==> src/rtl/srs_pkg.sv <==
// ----------------------------------------------------------------------------
// srs_pkg: shared types and constants of the servo recipe sequencer.
// Holds the item kinds, recipe opcodes, user actions and status codes.
// ----------------------------------------------------------------------------
package srs_pkg;

  typedef enum logic [1:0] {
    ITEM_TICK = 2'd0,
    ITEM_LOAD = 2'd1,
    ITEM_USER = 2'd2
  } item_op_t;

  typedef enum logic [2:0] {
    ROP_END     = 3'd0,
    ROP_MOVE    = 3'd1,
    ROP_WAIT    = 3'd2,
    ROP_SKIP    = 3'd3,
    ROP_LOOP    = 3'd4,
    ROP_ENDLOOP = 3'd5,
    ROP_NONE    = 3'd6,
    ROP_BREAK   = 3'd7
  } recipe_op_t;

  typedef enum logic [2:0] {
    USR_CONTINUE = 3'd0,
    USR_PAUSE    = 3'd1,
    USR_LEFT     = 3'd2,
    USR_RIGHT    = 3'd3,
    USR_NOP      = 3'd4,
    USR_RESTART  = 3'd5
  } user_act_t;

  typedef enum logic [1:0] {
    ST_RUN   = 2'd0,
    ST_PAUSE = 2'd1,
    ST_ERROR = 2'd2
  } run_status_t;

  localparam logic [4:0] MOVE_PARAM_MAX = 5'd6;
  localparam logic [7:0] NUDGE_STEP     = 8'd4;
  localparam logic [7:0] PULSE_MAX      = 8'd255;
  localparam logic [7:0] NUDGE_TOP      = 8'd251;

  typedef struct packed {
    logic [7:0]  pulse;
    run_status_t status;
    logic        manual;
    logic [4:0]  loop_remaining;
    logic        loop_active;
    logic [5:0]  wait_remaining;
    logic        waiting;
  } srs_ctrl_t;

endpackage

==> src/rtl/srs_step.sv <==
// ----------------------------------------------------------------------------
// srs_step: next-state logic for one item
// Runs one recipe word on an unpaused tick or applies one user command.
// ----------------------------------------------------------------------------
module srs_step #(
  parameter int DEPTH = 32,
  parameter int IDX_W = 5
) (
  input  srs_pkg::item_op_t  item_op,
  input  logic [2:0]         user_action,
  input  logic [7:0]         word,
  input  srs_pkg::srs_ctrl_t ctrl,
  input  logic [IDX_W-1:0]   step_idx,
  input  logic [IDX_W-1:0]   loop_ret,
  output srs_pkg::srs_ctrl_t ctrl_nxt,
  output logic [IDX_W-1:0]   step_nxt,
  output logic [IDX_W-1:0]   loop_ret_nxt
);

  function automatic logic [IDX_W-1:0] inc_idx(input logic [IDX_W-1:0] i);
    logic [IDX_W:0] t;
    t = {1'b0, i} + (IDX_W+1)'(1);
    if (t == (IDX_W+1)'(DEPTH)) begin
      return '0;
    end
    return t[IDX_W-1:0];
  endfunction

  srs_pkg::recipe_op_t rop;
  logic [4:0]          param;

  assign rop   = srs_pkg::recipe_op_t'(word[7:5]);
  assign param = word[4:0];

  always_comb begin
    srs_pkg::srs_ctrl_t c;
    logic [IDX_W-1:0]   idx;
    logic [IDX_W-1:0]   ret;
    c   = ctrl;
    idx = step_idx;
    ret = loop_ret;
    case (item_op)
      srs_pkg::ITEM_TICK: begin
        if (ctrl.status != srs_pkg::ST_PAUSE) begin
          case (rop)
            srs_pkg::ROP_END: begin
              c.pulse = '0;
            end
            srs_pkg::ROP_MOVE: begin
              if (param <= srs_pkg::MOVE_PARAM_MAX) begin
                c.pulse = {1'b0, param, 2'b00};
              end else begin
                c.status = srs_pkg::ST_ERROR;
              end
            end
            srs_pkg::ROP_WAIT: begin
              if (param != '0) begin
                if (!c.waiting) begin
                  c.wait_remaining = {1'b0, param};
                  c.waiting        = 1'b1;
                end else begin
                  c.wait_remaining = c.wait_remaining - 6'd1;
                  if (c.wait_remaining == '0) begin
                    c.waiting = 1'b0;
                  end
                end
              end else begin
                c.status = srs_pkg::ST_ERROR;
              end
            end
            srs_pkg::ROP_SKIP: begin
              idx = inc_idx(idx);
            end
            srs_pkg::ROP_LOOP: begin
              if (!c.loop_active) begin
                c.loop_remaining = param;
                ret              = idx;
                c.loop_active    = 1'b1;
              end
            end
            srs_pkg::ROP_ENDLOOP: begin
              if (c.loop_active) begin
                if (c.loop_remaining != '0) begin
                  c.loop_remaining = c.loop_remaining - 5'd1;
                  idx              = ret;
                end else begin
                  c.loop_active = 1'b0;
                end
              end
            end
            srs_pkg::ROP_BREAK: begin
              c.loop_remaining = '0;
            end
            default: begin
            end
          endcase
          if (rop != srs_pkg::ROP_END && !c.waiting) begin
            idx = inc_idx(idx);
          end
        end
      end
      srs_pkg::ITEM_USER: begin
        case (srs_pkg::user_act_t'(user_action))
          srs_pkg::USR_CONTINUE: begin
            c.manual = 1'b0;
            c.status = srs_pkg::ST_RUN;
          end
          srs_pkg::USR_PAUSE: begin
            c.manual = 1'b1;
            c.status = srs_pkg::ST_PAUSE;
          end
          srs_pkg::USR_LEFT: begin
            if (c.manual) begin
              c.pulse = (c.pulse >= srs_pkg::NUDGE_STEP) ?
                        c.pulse - srs_pkg::NUDGE_STEP : '0;
            end
          end
          srs_pkg::USR_RIGHT: begin
            if (c.manual) begin
              c.pulse = (c.pulse <= srs_pkg::NUDGE_TOP) ?
                        c.pulse + srs_pkg::NUDGE_STEP : srs_pkg::PULSE_MAX;
            end
          end
          srs_pkg::USR_RESTART: begin
            c.manual         = 1'b0;
            c.status         = srs_pkg::ST_RUN;
            c.waiting        = 1'b0;
            c.wait_remaining = '0;
            c.loop_active    = 1'b0;
            c.loop_remaining = '0;
            idx              = '0;
            ret              = '0;
          end
          default: begin
          end
        endcase
      end
      default: begin
      end
    endcase
    ctrl_nxt     = c;
    step_nxt     = idx;
    loop_ret_nxt = ret;
  end

endmodule

==> src/rtl/servo_recipe_sequencer.sv <==
// ----------------------------------------------------------------------------
// servo_recipe_sequencer: one servo channel driven by a stored recipe
// Each item passes through the input register and then the result register.
// Throughput is one item per cycle; the input stalls only while the result
// register is full and the output is stalled.
// Synchronous active-low reset clears all control state; the recipe store
// is not cleared and holds nothing defined until written.
// ----------------------------------------------------------------------------
module servo_recipe_sequencer #(
  parameter int RECIPE_DEPTH = 32
) (
  input  logic       clk,
  input  logic       rst_n,
  input  logic       in_valid,
  output logic       in_stall,
  input  logic [1:0] in_opcode,
  input  logic [4:0] in_load_index,
  input  logic [7:0] in_recipe_word,
  input  logic [2:0] in_user_action,
  output logic       out_valid,
  input  logic       out_stall,
  output logic [7:0] out_pulse_width,
  output logic [1:0] out_run_status,
  output logic [4:0] out_program_index
);

  localparam int IW = $clog2(RECIPE_DEPTH);

  logic       in_valid_r;
  logic [1:0] in_opcode_r;
  logic [4:0] in_load_index_r;
  logic [7:0] in_recipe_word_r;
  logic [2:0] in_user_action_r;

  logic       out_valid_r;
  logic [7:0] out_pulse_width_r;
  logic [1:0] out_run_status_r;
  logic [4:0] out_program_index_r;

  srs_pkg::srs_ctrl_t ctrl_r, ctrl_nxt;
  logic [IW-1:0]      step_idx_r, step_nxt;
  logic [IW-1:0]      loop_ret_r, loop_ret_nxt;

  logic [7:0]    recipe_mem [RECIPE_DEPTH];
  logic [7:0]    rd_data_r;
  logic          byp_r;
  logic [7:0]    byp_data_r;
  logic [7:0]    word;
  logic [IW-1:0] rd_addr;
  logic [IW-1:0] wr_pos;
  logic          mem_we;
  logic          advance;
  logic [8:0]    idx_ext;

  assign advance  = in_valid_r && !(out_valid_r && out_stall);
  assign in_stall = in_valid_r && out_valid_r && out_stall;

  always_comb begin
    logic [8:0] p;
    p = {4'b0, in_load_index_r};
    for (int k = 0; k < 4; k++) begin
      if (p >= 9'(RECIPE_DEPTH)) begin
        p = p - 9'(RECIPE_DEPTH);
      end
    end
    wr_pos = p[IW-1:0];
  end

  assign mem_we  = advance && (srs_pkg::item_op_t'(in_opcode_r) == srs_pkg::ITEM_LOAD);
  assign rd_addr = advance ? step_nxt : step_idx_r;
  assign word    = byp_r ? byp_data_r : rd_data_r;
  assign idx_ext = 9'(step_nxt);

  srs_step #(
    .DEPTH (RECIPE_DEPTH),
    .IDX_W (IW)
  ) u_step (
    .item_op      (srs_pkg::item_op_t'(in_opcode_r)),
    .user_action  (in_user_action_r),
    .word         (word),
    .ctrl         (ctrl_r),
    .step_idx     (step_idx_r),
    .loop_ret     (loop_ret_r),
    .ctrl_nxt     (ctrl_nxt),
    .step_nxt     (step_nxt),
    .loop_ret_nxt (loop_ret_nxt)
  );

  always_ff @(posedge clk) begin
    if (mem_we) begin
      recipe_mem[wr_pos] <= in_recipe_word_r;
    end
    rd_data_r  <= recipe_mem[rd_addr];
    byp_r      <= mem_we && (wr_pos == rd_addr);
    byp_data_r <= in_recipe_word_r;
  end

  always_ff @(posedge clk) begin
    if (!in_stall && in_valid) begin
      in_opcode_r      <= in_opcode;
      in_load_index_r  <= in_load_index;
      in_recipe_word_r <= in_recipe_word;
      in_user_action_r <= in_user_action;
    end
    if (advance) begin
      out_pulse_width_r   <= ctrl_nxt.pulse;
      out_run_status_r    <= ctrl_nxt.status;
      out_program_index_r <= idx_ext[4:0];
    end
  end

  always_ff @(posedge clk) begin
    if (!rst_n) begin
      in_valid_r  <= 1'b0;
      out_valid_r <= 1'b0;
      ctrl_r      <= '0;
      step_idx_r  <= '0;
      loop_ret_r  <= '0;
    end else begin
      if (!in_stall) begin
        in_valid_r <= in_valid;
      end
      if (advance) begin
        out_valid_r <= 1'b1;
        ctrl_r      <= ctrl_nxt;
        step_idx_r  <= step_nxt;
        loop_ret_r  <= loop_ret_nxt;
      end else if (!out_stall) begin
        out_valid_r <= 1'b0;
      end
    end
  end

  assign out_valid         = out_valid_r;
  assign out_pulse_width   = out_pulse_width_r;
  assign out_run_status    = out_run_status_r;
  assign out_program_index = out_program_index_r;

endmodule

==> config.mk <==
export PLATFORM = sky130hd
export DESIGN_NAME = servo_recipe_sequencer
export DESIGN_NICKNAME = d
export VERILOG_FILES = /design/src/rtl/srs_pkg.sv /design/src/rtl/srs_step.sv /design/src/rtl/servo_recipe_sequencer.sv
export SDC_FILE = /design/constraint.sdc
export NUM_CORES = 1
export LEC_CHECK = 0
export BUFFER_PORTS_ARGS = -buffer_cell sky130_fd_sc_hd__buf_2
export CORE_ASPECT_RATIO = 0.9
export CORE_MARGIN = 4
export CORE_UTILIZATION = 55
export CTS_CLUSTER_DIAMETER = 60
export DETAILED_ROUTE_END_ITERATION = 7
export HOLD_SLACK_MARGIN = 0.06
export PLACE_DENSITY = 0.71
export SLEW_MARGIN = 40
export SYNTH_ARGS = -nofsm -noshare
export SYNTH_HDL_FRONTEND = slang
export SYNTH_HIERARCHICAL = 1
export SYNTH_SLANG_ARGS = --single-unit
==> constraint.sdc <==
create_clock -name clk -period 4.7 [get_ports clk]
set_clock_uncertainty 0.1 [all_clocks]
set_input_delay 0.235 -clock clk [delete_from_list [all_inputs] [get_ports clk]]
set_output_delay 0.235 -clock clk [all_outputs]
set_load 0.01 [all_outputs]
# Word-level counts from Yosys, hierarchy flattened
# Memory sizes are Yosys's and may differ from the RTL's. A register that Yosys moved wholly into a read port is not among the register bits.
# Cells that the tools add are included.
# totals
regBits,78
ram_bits,256
in_bits,22
output_inout_bits,17
memories,1
# classes
n_addsub,6
magnitude_cmp,3
n_eq_ne,28
n_mux,60
reduce_logical,27
# memory_table
name,words,width,rd,rd_ports_with_merged_regs,write_ports,line_no,text
recipe_mem,32,8,1,1,1,servo_recipe_sequencer.sv:44,logic [7:0] recipe_mem [RECIPE_DEPTH];
# ops
operator,count
$mux 5,17
$mux 8,6
$mux 7,5
$pmux 8 s2,2
$pmux 5 s2,3
$mux 13,2
$pmux 13 s2,1
$pmux 10 s2,1
$pmux 5 s3,1
$mux 1,14
$add 5x1->6 const B,2
$eq 3x2->1 const B,4
$eq 3x3->1 const B,4
$eq 6x6->1 const B,2
$mux 6,2
$reduce_and 6->1,2
$mux 10,1
$reduce_bool 5->1,2
$ne 3x3->1 const B,3
$add 8x3->8 const B,1
$ge 8x3->1 const B,1
$le 8x8->1 const B,1
$logic_and 1x1->1,8
$ne 2x1->1 const B,4
26 further kinds,35

# Depth between registers and ports, before layout
# Gate-level depths: netlist of the first run.
# logic_depth
depth_word,23
mapped_depth,19
depth_no_buf,15

# Modules after synthesis
# The synthesis of the first run kept the hierarchy.
# modules_own_cells
module,instances,cells_per_inst,area_each_um2,seq_area_each_um2
servo_recipe_sequencer,1,978,14347.5,9739.3
srs_step,1,287,1794.2,0.0

# Worst setup path after synthesis of the first run
# No wires, ideal clock.
# synth_path
path_type,register to register
start,register byp_r
end,"register rd_data_r[6], read port of recipe_mem"
setup_ps,103
arrival_time_ps,3961
setup_slack_ps,535
path_stages_with_launch,14
n_path_buf,2
synth_period_minus_slack_ps,4165
cell_sequence,dfxtp_1 clkbuf_1 mux2_2 or2_1 o41ai_1 o22ai_2 and3_1 o31ai_1 buf_2 nor3_1 mux2i_1 a211oi_1 a311o_1 a2111oi_2
# synth_rtl
element,line_no,text
start: declaration,servo_recipe_sequencer.sv:46,logic byp_r;
start signal: assignment,servo_recipe_sequencer.sv:94,byp_r <= mem_we && (wr_pos == rd_addr);
$mux 8,servo_recipe_sequencer.sv:71,assign word = byp_r ? byp_data_r : rd_data_r;
via word[4],servo_recipe_sequencer.sv:48,logic [7:0] word;
$reduce_bool 5->1,srs_step.sv:57,if (param != '0) begin
$mux 7,srs_step.sv:57,
$mux 7,srs_step.sv:45,case (rop)
$mux 7,srs_step.sv:44,if (ctrl.status != srs_pkg::ST_PAUSE) begin
$mux 7,srs_step.sv:42,case (item_op)
$logic_not 1->1,srs_step.sv:97,if (rop != srs_pkg::ROP_END && !c.waiting) begin
$logic_and 1x1->1,srs_step.sv:97,
$mux 5,srs_step.sv:97,
$mux 5,srs_step.sv:44,
$pmux 5 s2,srs_step.sv:42,
via step_nxt[2],servo_recipe_sequencer.sv:41,"logic [IW-1:0] step_idx_r, step_nxt;"
$mux 5,--,
end: declaration,servo_recipe_sequencer.sv:45,logic [7:0] rd_data_r;
# The timed path passes the listed nets, and every way through them passes these cells. The select of a mux whose other input is x is not followed.
# A chain may end at the register's enable or synchronous reset.

# Final worst setup path of the first run
# layout_path
start,register byp_r
end,"register rd_data_r[1], read port of recipe_mem"
# The elaborated chain is that of the path after synthesis.

==> run metrics, run 1 <==
final clock period utilization by the worst path=94.4%; initial antenna violation count=0; Placer Congestion=0.988; Leak=6.01 nW; drt total wl=45400 um; Pre-Repair DR Iteration Count=8; DP Wirelength=29900 um; Post-synth top cells=edfxtp_1 (289), nand2_1 (168), mux2i_1 (83); Worst-path clk slew=0.06 ns; IO Pins=39; Post-synth EDFFs=289; Seq/Total Area, Yosys=60.3%; Synth Cell Area=0.0161 mm2; CP Data Required Time=5.01 ns; Hold Path Class=in2reg; CTS Root Cell=clkbuf_16; ant diodes=0; GRT Total Usage=28.0%; via/cell ratio=6.50; die area=0.0322 mm2; failing checks=DRC; top sig layer=met4; syn nets=1297; Pwr Total=6.56 mW; worst-path maximum fanout=17; Final min period=4.44 ns; Final Setup Violations=0; FFs w/ async S/R, synth=0%; hold_ws=0.222 ns; CP startpoint kind=flop; Max Buffers Root-to-Sink=3; prevailing post-synth register cell=edfxtp_1; CTS H-tree lvls=2; CP Data Arrival Time=4.74 ns; Max Clk Rate=0.225 GHz; post-route setup TNS=0 ns; Slew HR=42.8%; total number of yosys warnings=6; post-DR wirelength/cell=25.6 um; crit end category=flop; RSZ-0062 raised after global routing=false; Layout Nets=1381; GR Overflow Total=0; Vias=11500; metal2 WL=19700 um; top cell type's share of synthesized area=53.8%; Peak VDD IR=0.363 mV; Synth area leader=edfxtp_1; die width=189 um; count leader, synth=edfxtp_1; M1 WL=19100 um; Worst-Margin Slew=0.855 ns; layout cells sized above 1=19.0%; syn avg cell area=12.8 um2; Max Slew Vio Count=0; number of distinct library cells after synthesis=81; r2r setup slk=0.26 ns; top cells by area, synth=edfxtp_1 (54%), dfxtp_1 (6.6%), mux4_2 (5.6%), mux2i_1 (5.1%), nand2_1 (3.9%); Max Cap Viol=0; PwrDens=356 mW/mm2; P&R area growth vs syn=14.2%; row count=59; Crit Path Category=reg2reg; Gate Count Post-Synth=1265; Die H=171 um; cts bufs inserted=37; DRC Markers=1; number of global-route vias before repair=11100; first-pass GRT wire length=68700 um; largest net degree at the start of global routing=72; Initial Utilization=55.8%; DR iter-0 viols=1550; clock network latency to the later pin of the worst-skew pair=0.53 ns; Final Hold Fails=0; Core Area=0.0289 mm2; CTS sink cnt=342; met3 wire length=4960 um; Final ANT Viol Nets=0; #FFs+latches synth=342; CTS tree=built; status=finished, violations left; I/O Buffers=38
[worst paths after layout]
path	start	to	cells past startpoint
worst max-delay path	byp_r	rd_data_r[1]	14
worst min-delay path	rst_n	in_valid_r	2
worst max register to register	byp_r	rd_data_r[1]	14
worst min register to register	loop_ret_r[2]	loop_ret_r[2]	2
[through the flow]
| stage | std cells | instance area (um2) | worst slack [ns] | util, % |
|---|---|---|---|---|
| after floorplan | 1265 | 16100 | 0.535 | - |
| after global placement | 1681 | 16900 | 0.149 | 58.4 |
| after detailed placement | 1683 | 17000 | 0.0763 | 58.7 |
| after CTS | 1768 | 18300 | 0.0748 | 63.4 |
| after global routing | 1771 | 18400 | 0.0123 | 63.7 |
| final | 1771 | 18400 | 0.261 | 63.7 |
[critical path: stages (launching register included)]
cell and delay [ns]:
dfxtp_1 0.50, mux2_2 0.42, or2_1 0.31, nor4_2 0.26
a211oi_1 0.15, o22ai_2 0.23, buf_4 0.19, xnor2_1 0.14
o21ai_2 0.14, mux2i_4 0.43, buf_4 0.39, mux4_2 0.54
a21oi_1 0.29, nand4b_1 0.16, nor3_1 0.05
[kinds of logic after synthesis]
group                    share of synthesized area (%)
flip-flops                                        60.3
adder cells (fa/ha/maj)                          0.775
buffers and inverters                             2.81
AND/OR/NAND/NOR                                   12.2
XOR/XNOR                                         0.543
AO/OA/AOI/OAI                                     11.1
multiplexers                                      12.3
[cells in the final DEF, fill, tap and decap left out, drive strengths merged, types with 16 or more instances in the layout]
| master | synthesis | layout |
|---|---|---|
| dlygate4sd3 | 0 | 20 |
| o21ai | 43 | 43 |
| edfxtp | 289 | 289 |
| a211oi | 19 | 19 |
| nand3 | 31 | 31 |
| nor2b | 24 | 24 |
| nand2 | 168 | 168 |
| mux2i | 87 | 87 |
| mux4 | 40 | 40 |
| dfxtp | 53 | 53 |
| clkbuf | 22 | 41 |
| mux2 | 17 | 17 |
| buf | 47 | 94 |
| nor2 | 80 | 80 |
| a22o | 17 | 17 |
| and2 | 16 | 16 |
| nor3 | 26 | 26 |
| a21boi | 29 | 29 |
| a21oi | 40 | 40 |
| inv | 24 | 26 |
[sequential cells by signal, indices dropped and copies added, names as in the netlist]
name               flops
loop_ret_r             5
out_run_status         2
in_valid_r             1
in_load_index_r        5
in_opcode_r            2
step_idx_r             5
byp_r                  1
byp_data_r             8
out_valid              1
in_recipe_word_r       8
out_program_index      5
ctrl_r                24
out_pulse_width        8
in_user_action_r       3
rd_data_r              8
recipe_mem           256
[area by class of cell]
class / instances / area (um2)
Multi-Input combinational cell: 830 / 6090
Clock buffer: 41 / 941
Sequential cell: 342 / 9740
Timing Repair Buffer: 114 / 838
Tap cell: 396 / 495
Inverter: 24 / 92.6
Fill cell: 2232 / 10500
Clock inverter: 24 / 230
[what timing repair did]
action,4_1_cts,5_1_grt
setup buffers,0,3
hold endpoints to repair,20,0
setup endpoints to repair,0,2
hold buffers,20,0
gates resized for setup,0,4
[layer usage]
metal  GRT usage (%)  vias to the layer above
li1                -                     5025
met1            41.6                     5653
met2            41.1                      734
met3            7.04                      104
met4            9.31                        0
met5               0                        -
[report_power, final]
part	total, mW	internal (mW)	switching (mW)
combinational	0.384	0.132	0.252
sequential	3.34	3.32	0.0208
clock	2.84	1.66	1.18
total	6.56	5.11	1.45
Power figures use the tool's default switching activity.
==> run 2: changes to the inputs <==
--- a/config.mk
+++ b/config.mk
@@ -8,11 +8,11 @@
 export BUFFER_PORTS_ARGS = -buffer_cell sky130_fd_sc_hd__buf_2
 export CORE_ASPECT_RATIO = 0.9
 export CORE_MARGIN = 4
-export CORE_UTILIZATION = 55
+export CORE_UTILIZATION = 41
 export CTS_CLUSTER_DIAMETER = 60
 export DETAILED_ROUTE_END_ITERATION = 7
 export HOLD_SLACK_MARGIN = 0.06
-export PLACE_DENSITY = 0.71
+export PLACE_DENSITY_LB_ADDON = 0.08
 export SLEW_MARGIN = 40
 export SYNTH_ARGS = -nofsm -noshare
 export SYNTH_HDL_FRONTEND = slang
==> run metrics, run 2 (synthesized netlist as in run 1, its figures left out) <==
RSZ-0062 raised after global routing=false; CTS H-tree lvls=2; Final min period=4.48 ns; r2r setup slk=0.22 ns; max FFs per register=256; Leak=6.13 nW; Reg2Reg Depth=13; Biggest register=recipe_mem; P&R area growth vs syn=16.6%; DP Wirelength=31900 um; reg-to-reg startpoint=byp_r; largest net degree at the start of global routing=44; initial antenna violation count=0; Pre-Repair DR Iteration Count=6; IO Pins=39; Setup Buffers After CTS=0; endpoint with the worst hold slack=ctrl_r[7]; CP Data Arrival Time=4.81 ns; Placer Congestion=0.898; DRC Markers=0; layout cells sized above 1=19.4%; cts bufs inserted=40; hold depth=2; Max Clk Rate=0.223 GHz; number of global-route vias before repair=10900; Initial Utilization=41.8%; Worst-Margin Slew=0.830 ns; first-pass GRT wire length=71200 um; GRT Total Usage=22.4%; Final Hold Fails=0; PwrDens=370 mW/mm2; CP Data Required Time=5.03 ns; placed cell areas=0.0172 mm2; Max Buffers Root-to-Sink=3; I/O Buffers=38; Vias=11000; post-DR wirelength/cell=24.8 um; drt total wl=47300 um; crit end category=flop; Core Area=0.0386 mm2; final clock period utilization by the worst path=95.4%; die area=0.0426 mm2; commonest non-fill, non-tap cell in the layout=edfxtp_1; CTS Root Cell=clkbuf_16; row count=68; die width=217 um; Max Cap Viol=0; DR iter-0 viols=1138; CTS tree=built; Worst-path clk slew=0.06 ns; Final ANT Viol Nets=0; clock network latency to the later pin of the worst-skew pair=0.56 ns; worst-path maximum fanout=8; GR Overflow Total=0; Crit Path Category=reg2reg; Die H=196 um; Final Setup Violations=0; CTS sink cnt=342; post-route setup TNS=0 ns; status=finished clean; Top Registers=recipe_mem (256), ctrl_r (24); reg2reg end=rd_data_r[6]; Peak VDD IR=0.304 mV; Hold Path Class=in2reg; Slew HR=43.2%; CP startpoint kind=flop; Layout Nets=1385; via/cell ratio=5.76; Max Slew Vio Count=0; design area=0.0188 mm2; Hold Path Origin=rst_n; most frequent cells in the layout=edfxtp_1 (289), nand2_1 (168), mux2i_1 (82)
## run 2: cell types whose count changed in the layout (fill, tap and decap cells not counted), moves of 2 or more
| cell | delta |
|---|---|
| clkbuf_8 | +2 |
| nor2_2 | +3 |
| buf_12 | +2 |
| clkinv_1 | -4 |
| inv_6 | -2 |
| nor2_1 | -3 |
| clkbuf_1 | +5 |
| clkinvlp_4 | -3 |
| clkinv_2 | -2 |
| clkbuf_16 | +7 |
## run 2: worst max-delay path by stage
| stage | start | to | depth (start not counted) | slack [ns] |
|---|---|---|---|---|
| detailed placement | byp_r | rd_data_r[4] | 15 | 0.16 |
| global placement | byp_r | rd_data_r[4] | 15 | 0.25 |
| CTS | byp_r | rd_data_r[4] | 15 | 0.12 |
| global route | byp_r | rd_data_r[4] | 15 | 0.0005 |
| floorplan | byp_r | rd_data_r[6] | 13 | 0.54 |
| finish | byp_r | rd_data_r[6] | 13 | 0.22 |
## run 2: through the flow
step | hold WS, ns | power, mW | utilization [%] | instances | setup slack [ns]
final | 0.184 | 6.97 | 48.7 | 1907 | 0.216
after global routing | 0.193 | 7.19 | 48.7 | 1906 | 0.000494
after CTS | 0.161 | 7.02 | 48.7 | 1906 | 0.117
after detailed placement | 0.313 | 3.77 | 44.6 | 1816 | 0.160
after global placement | 0.313 | 3.77 | 44.3 | 1813 | 0.246
after floorplan | 0.234 | 3.61 | - | 1265 | 0.535
## run 2: metal layers
layer	share of wire, %	wire length, um	up-vias	GRT usage (%)
met3	6.9	3270	74	4.14
li1	-	-	5025	-
met2	43	20100	412	32.3
met4	2.6	1250	0	7.18
met5	0	0	-	0
met1	48	22600	5473	34.2
## run 2: what timing repair did
item,in CTS,in global routing
gates resized for setup,0,2
hold buffers,20,0
endpoints found under the setup margin,0,6
hold endpoints to repair,24,0
## run 2: worst max-delay path, stage by stage (launching register included)
cell and delay, ns:
dfxtp_2 0.42, mux2_2 0.40, or2_1 0.30, nor4_1 0.29
a211oi_1 0.15, o22ai_2 0.35, a31o_1 0.21, a32o_1 0.40
nand2_1 0.17, mux2_2 0.38, a2111oi_0 0.74, buf_4 0.23
a311o_1 0.12, a2111oi_2 0.07
## run 2: cell type report
cell class | instances | area, um2
flip-flops and latches | 342 | 9740
clock buffers | 55 | 1160
inverters | 24 | 92.6
diodes | 1 | 2.50
fillers | 3485 | 19800
multi-input cells | 830 | 6080
well taps | 525 | 657
repair buffers | 115 | 867
clock inverters | 15 | 211
## run 2: report_power, final
| part | internal (mW) | switching (mW) |
|---|---|---|
| registers | 3.32 | 0.0200 |
| clock network | 2.00 | 1.24 |
| logic | 0.131 | 0.258 |
==> run 3: changes to the inputs <==
--- a/config.mk
+++ b/config.mk
@@ -8,7 +8,7 @@
 export BUFFER_PORTS_ARGS = -buffer_cell sky130_fd_sc_hd__buf_2
 export CORE_ASPECT_RATIO = 0.9
 export CORE_MARGIN = 4
-export CORE_UTILIZATION = 41
+export CORE_UTILIZATION = 40
 export CTS_CLUSTER_DIAMETER = 60
 export DETAILED_ROUTE_END_ITERATION = 7
 export HOLD_SLACK_MARGIN = 0.06
==> run metrics, run 3 (synthesized netlist as in run 1, its figures left out) <==
status=finished clean; Core Area=0.0397 mm2; die width=220 um; Top Registers=recipe_mem (256), ctrl_r (24); Placer Congestion=0.900; Layout Nets=1384; Crit Path Category=reg2reg; Leak=6.11 nW; DRC Markers=0; Max Cap Viol=0; CP cell instances=mux2_2 > nand3b_1 > a21oi_2 > o21ai_1 > o211ai_2 > ha_1 > a31o_1 > a32o_1 > buf_4 > mux2i_1 > buf_4 > mux2i_1 > mux4_2 > and2_1 > a211oi_2; row count=69; number of global-route vias before repair=10700; Biggest register=recipe_mem; reg-to-reg startpoint=byp_r; Hold Path Origin=rst_n; DP Wirelength=31900 um; most frequent cells in the layout=edfxtp_1 (289), nand2_1 (168), mux2i_1 (82); Slew HR=46.5%; die area=0.0436 mm2; final clock period utilization by the worst path=94.5%; CP Buf/Inv Count=2; Pwr Total=6.90 mW; Initial Utilization=40.6%; drt total wl=48100 um; PwrDens=368 mW/mm2; Vias=11100; largest net degree at the start of global routing=66; Final ANT Viol Nets=0; Max Slew Vio Count=0; Hold Path Class=in2reg; Max Clk Rate=0.225 GHz; Setup Buffers After CTS=0; Worst-path clk slew=0.06 ns; CP Data Arrival Time=4.82 ns; Worst-Margin Slew=0.800 ns; first-pass GRT wire length=71300 um; CTS sink cnt=342; Final Hold Fails=0; CP Data Required Time=5.08 ns; fillers=3534; I/O Buffers=38; DR iter-0 viols=1275; Final min period=4.44 ns; CTS tree=built; via/cell ratio=5.81; layout cells sized above 1=19.4%; GRT Total Usage=22.1%; cell family with most CP delay=compound AO/OA/AOI/OAI gates; Final Setup Violations=0; Peak VDD IR=0.292 mV; post-route setup TNS=0 ns; CTS Root Cell=clkbuf_16; commonest non-fill, non-tap cell in the layout=edfxtp_1; clock network latency to the later pin of the worst-skew pair=0.55 ns; post-DR wirelength/cell=25.1 um; CP startpoint kind=flop; initial antenna violation count=2; CTS H-tree lvls=2; crit end category=flop; CP startpoint=byp_r; max incr delay on CP=0.50 ns; Die H=199 um; worst-path maximum fanout=10; RSZ-0062 raised after global routing=false; Max Buffers Root-to-Sink=3; max FFs per register=256; Pre-Repair DR Iteration Count=7; P&R area growth vs syn=16.3%; slowest CP cell=mux4_2; cts bufs inserted=41; IO Pins=39; ant diodes=0; GR Overflow Total=0
[run 3: cell types whose count changed in the layout (fill, tap and decap cells not counted), moves of 2 or more]
| cell | change |
|---|---|
| buf_4 | -2 |
| clkinv_4 | +3 |
| clkinv_2 | +2 |
| nor2_1 | +4 |
| inv_6 | +4 |
| clkbuf_1 | -2 |
| bufinv_16 | -2 |
| nor2_2 | -4 |
[run 3: routing by layer]
| metal | vias up | share of wire [%] | global-route usage, % |
|---|---|---|---|
| li1 | 5044 | - | - |
| met1 | 5544 | 47 | 33.5 |
| met2 | 468 | 43 | 31.8 |
| met3 | 80 | 8.6 | 6.05 |
| met4 | 0 | 2.0 | 5.02 |
| met5 | - | 0 | 0 |
[run 3: repair_timing]
item                                   in CTS  in global routing
gates resized for setup                     0                  1
endpoints found under the hold margin      20                  0
setup endpoints to repair                   0                  6
hold buffers                               20                  0
[run 3: layout make-up]
class	count	area (um2)	area share, %
Multi-Input combinational cell	830	6070	32.3
Clock inverter	23	218	1.16
Clock buffer	53	1140	6.09
Timing Repair Buffer	113	852	4.54
Inverter	24	92.6	0.493
Tap cell	532	666	3.54
Sequential cell	342	9740	51.9
[run 3: final timing paths]
check	depth (start not counted)	end	slack [ns]
min	2	in_valid_r	0.18
min reg2reg	2	loop_ret_r[4]	0.40
max	15	rd_data_r[2]	0.26
max reg2reg	15	rd_data_r[2]	0.26
[run 3: power breakdown]
group / internal, mW / leakage [nW] / switching [mW]
sequential: 3.32 / 3.06 / 0.0208
clock: 1.90 / 0.660 / 1.28
combinational: 0.132 / 2.40 / 0.256
total: 5.35 / 6.11 / 1.56
[run 3: through the flow]
step	util, %	cells	instance area, um2	setup WS (ns)	hold WS (ns)
final	47.3	1917	18800	0.256	0.178
after global routing	47.3	1917	18800	0.0420	0.212
after global placement	43.1	1819	17100	0.236	0.312
after detailed placement	43.3	1821	17200	0.239	0.313
after CTS	47.3	1917	18800	0.235	0.163
after floorplan	-	1265	16100	0.535	0.234
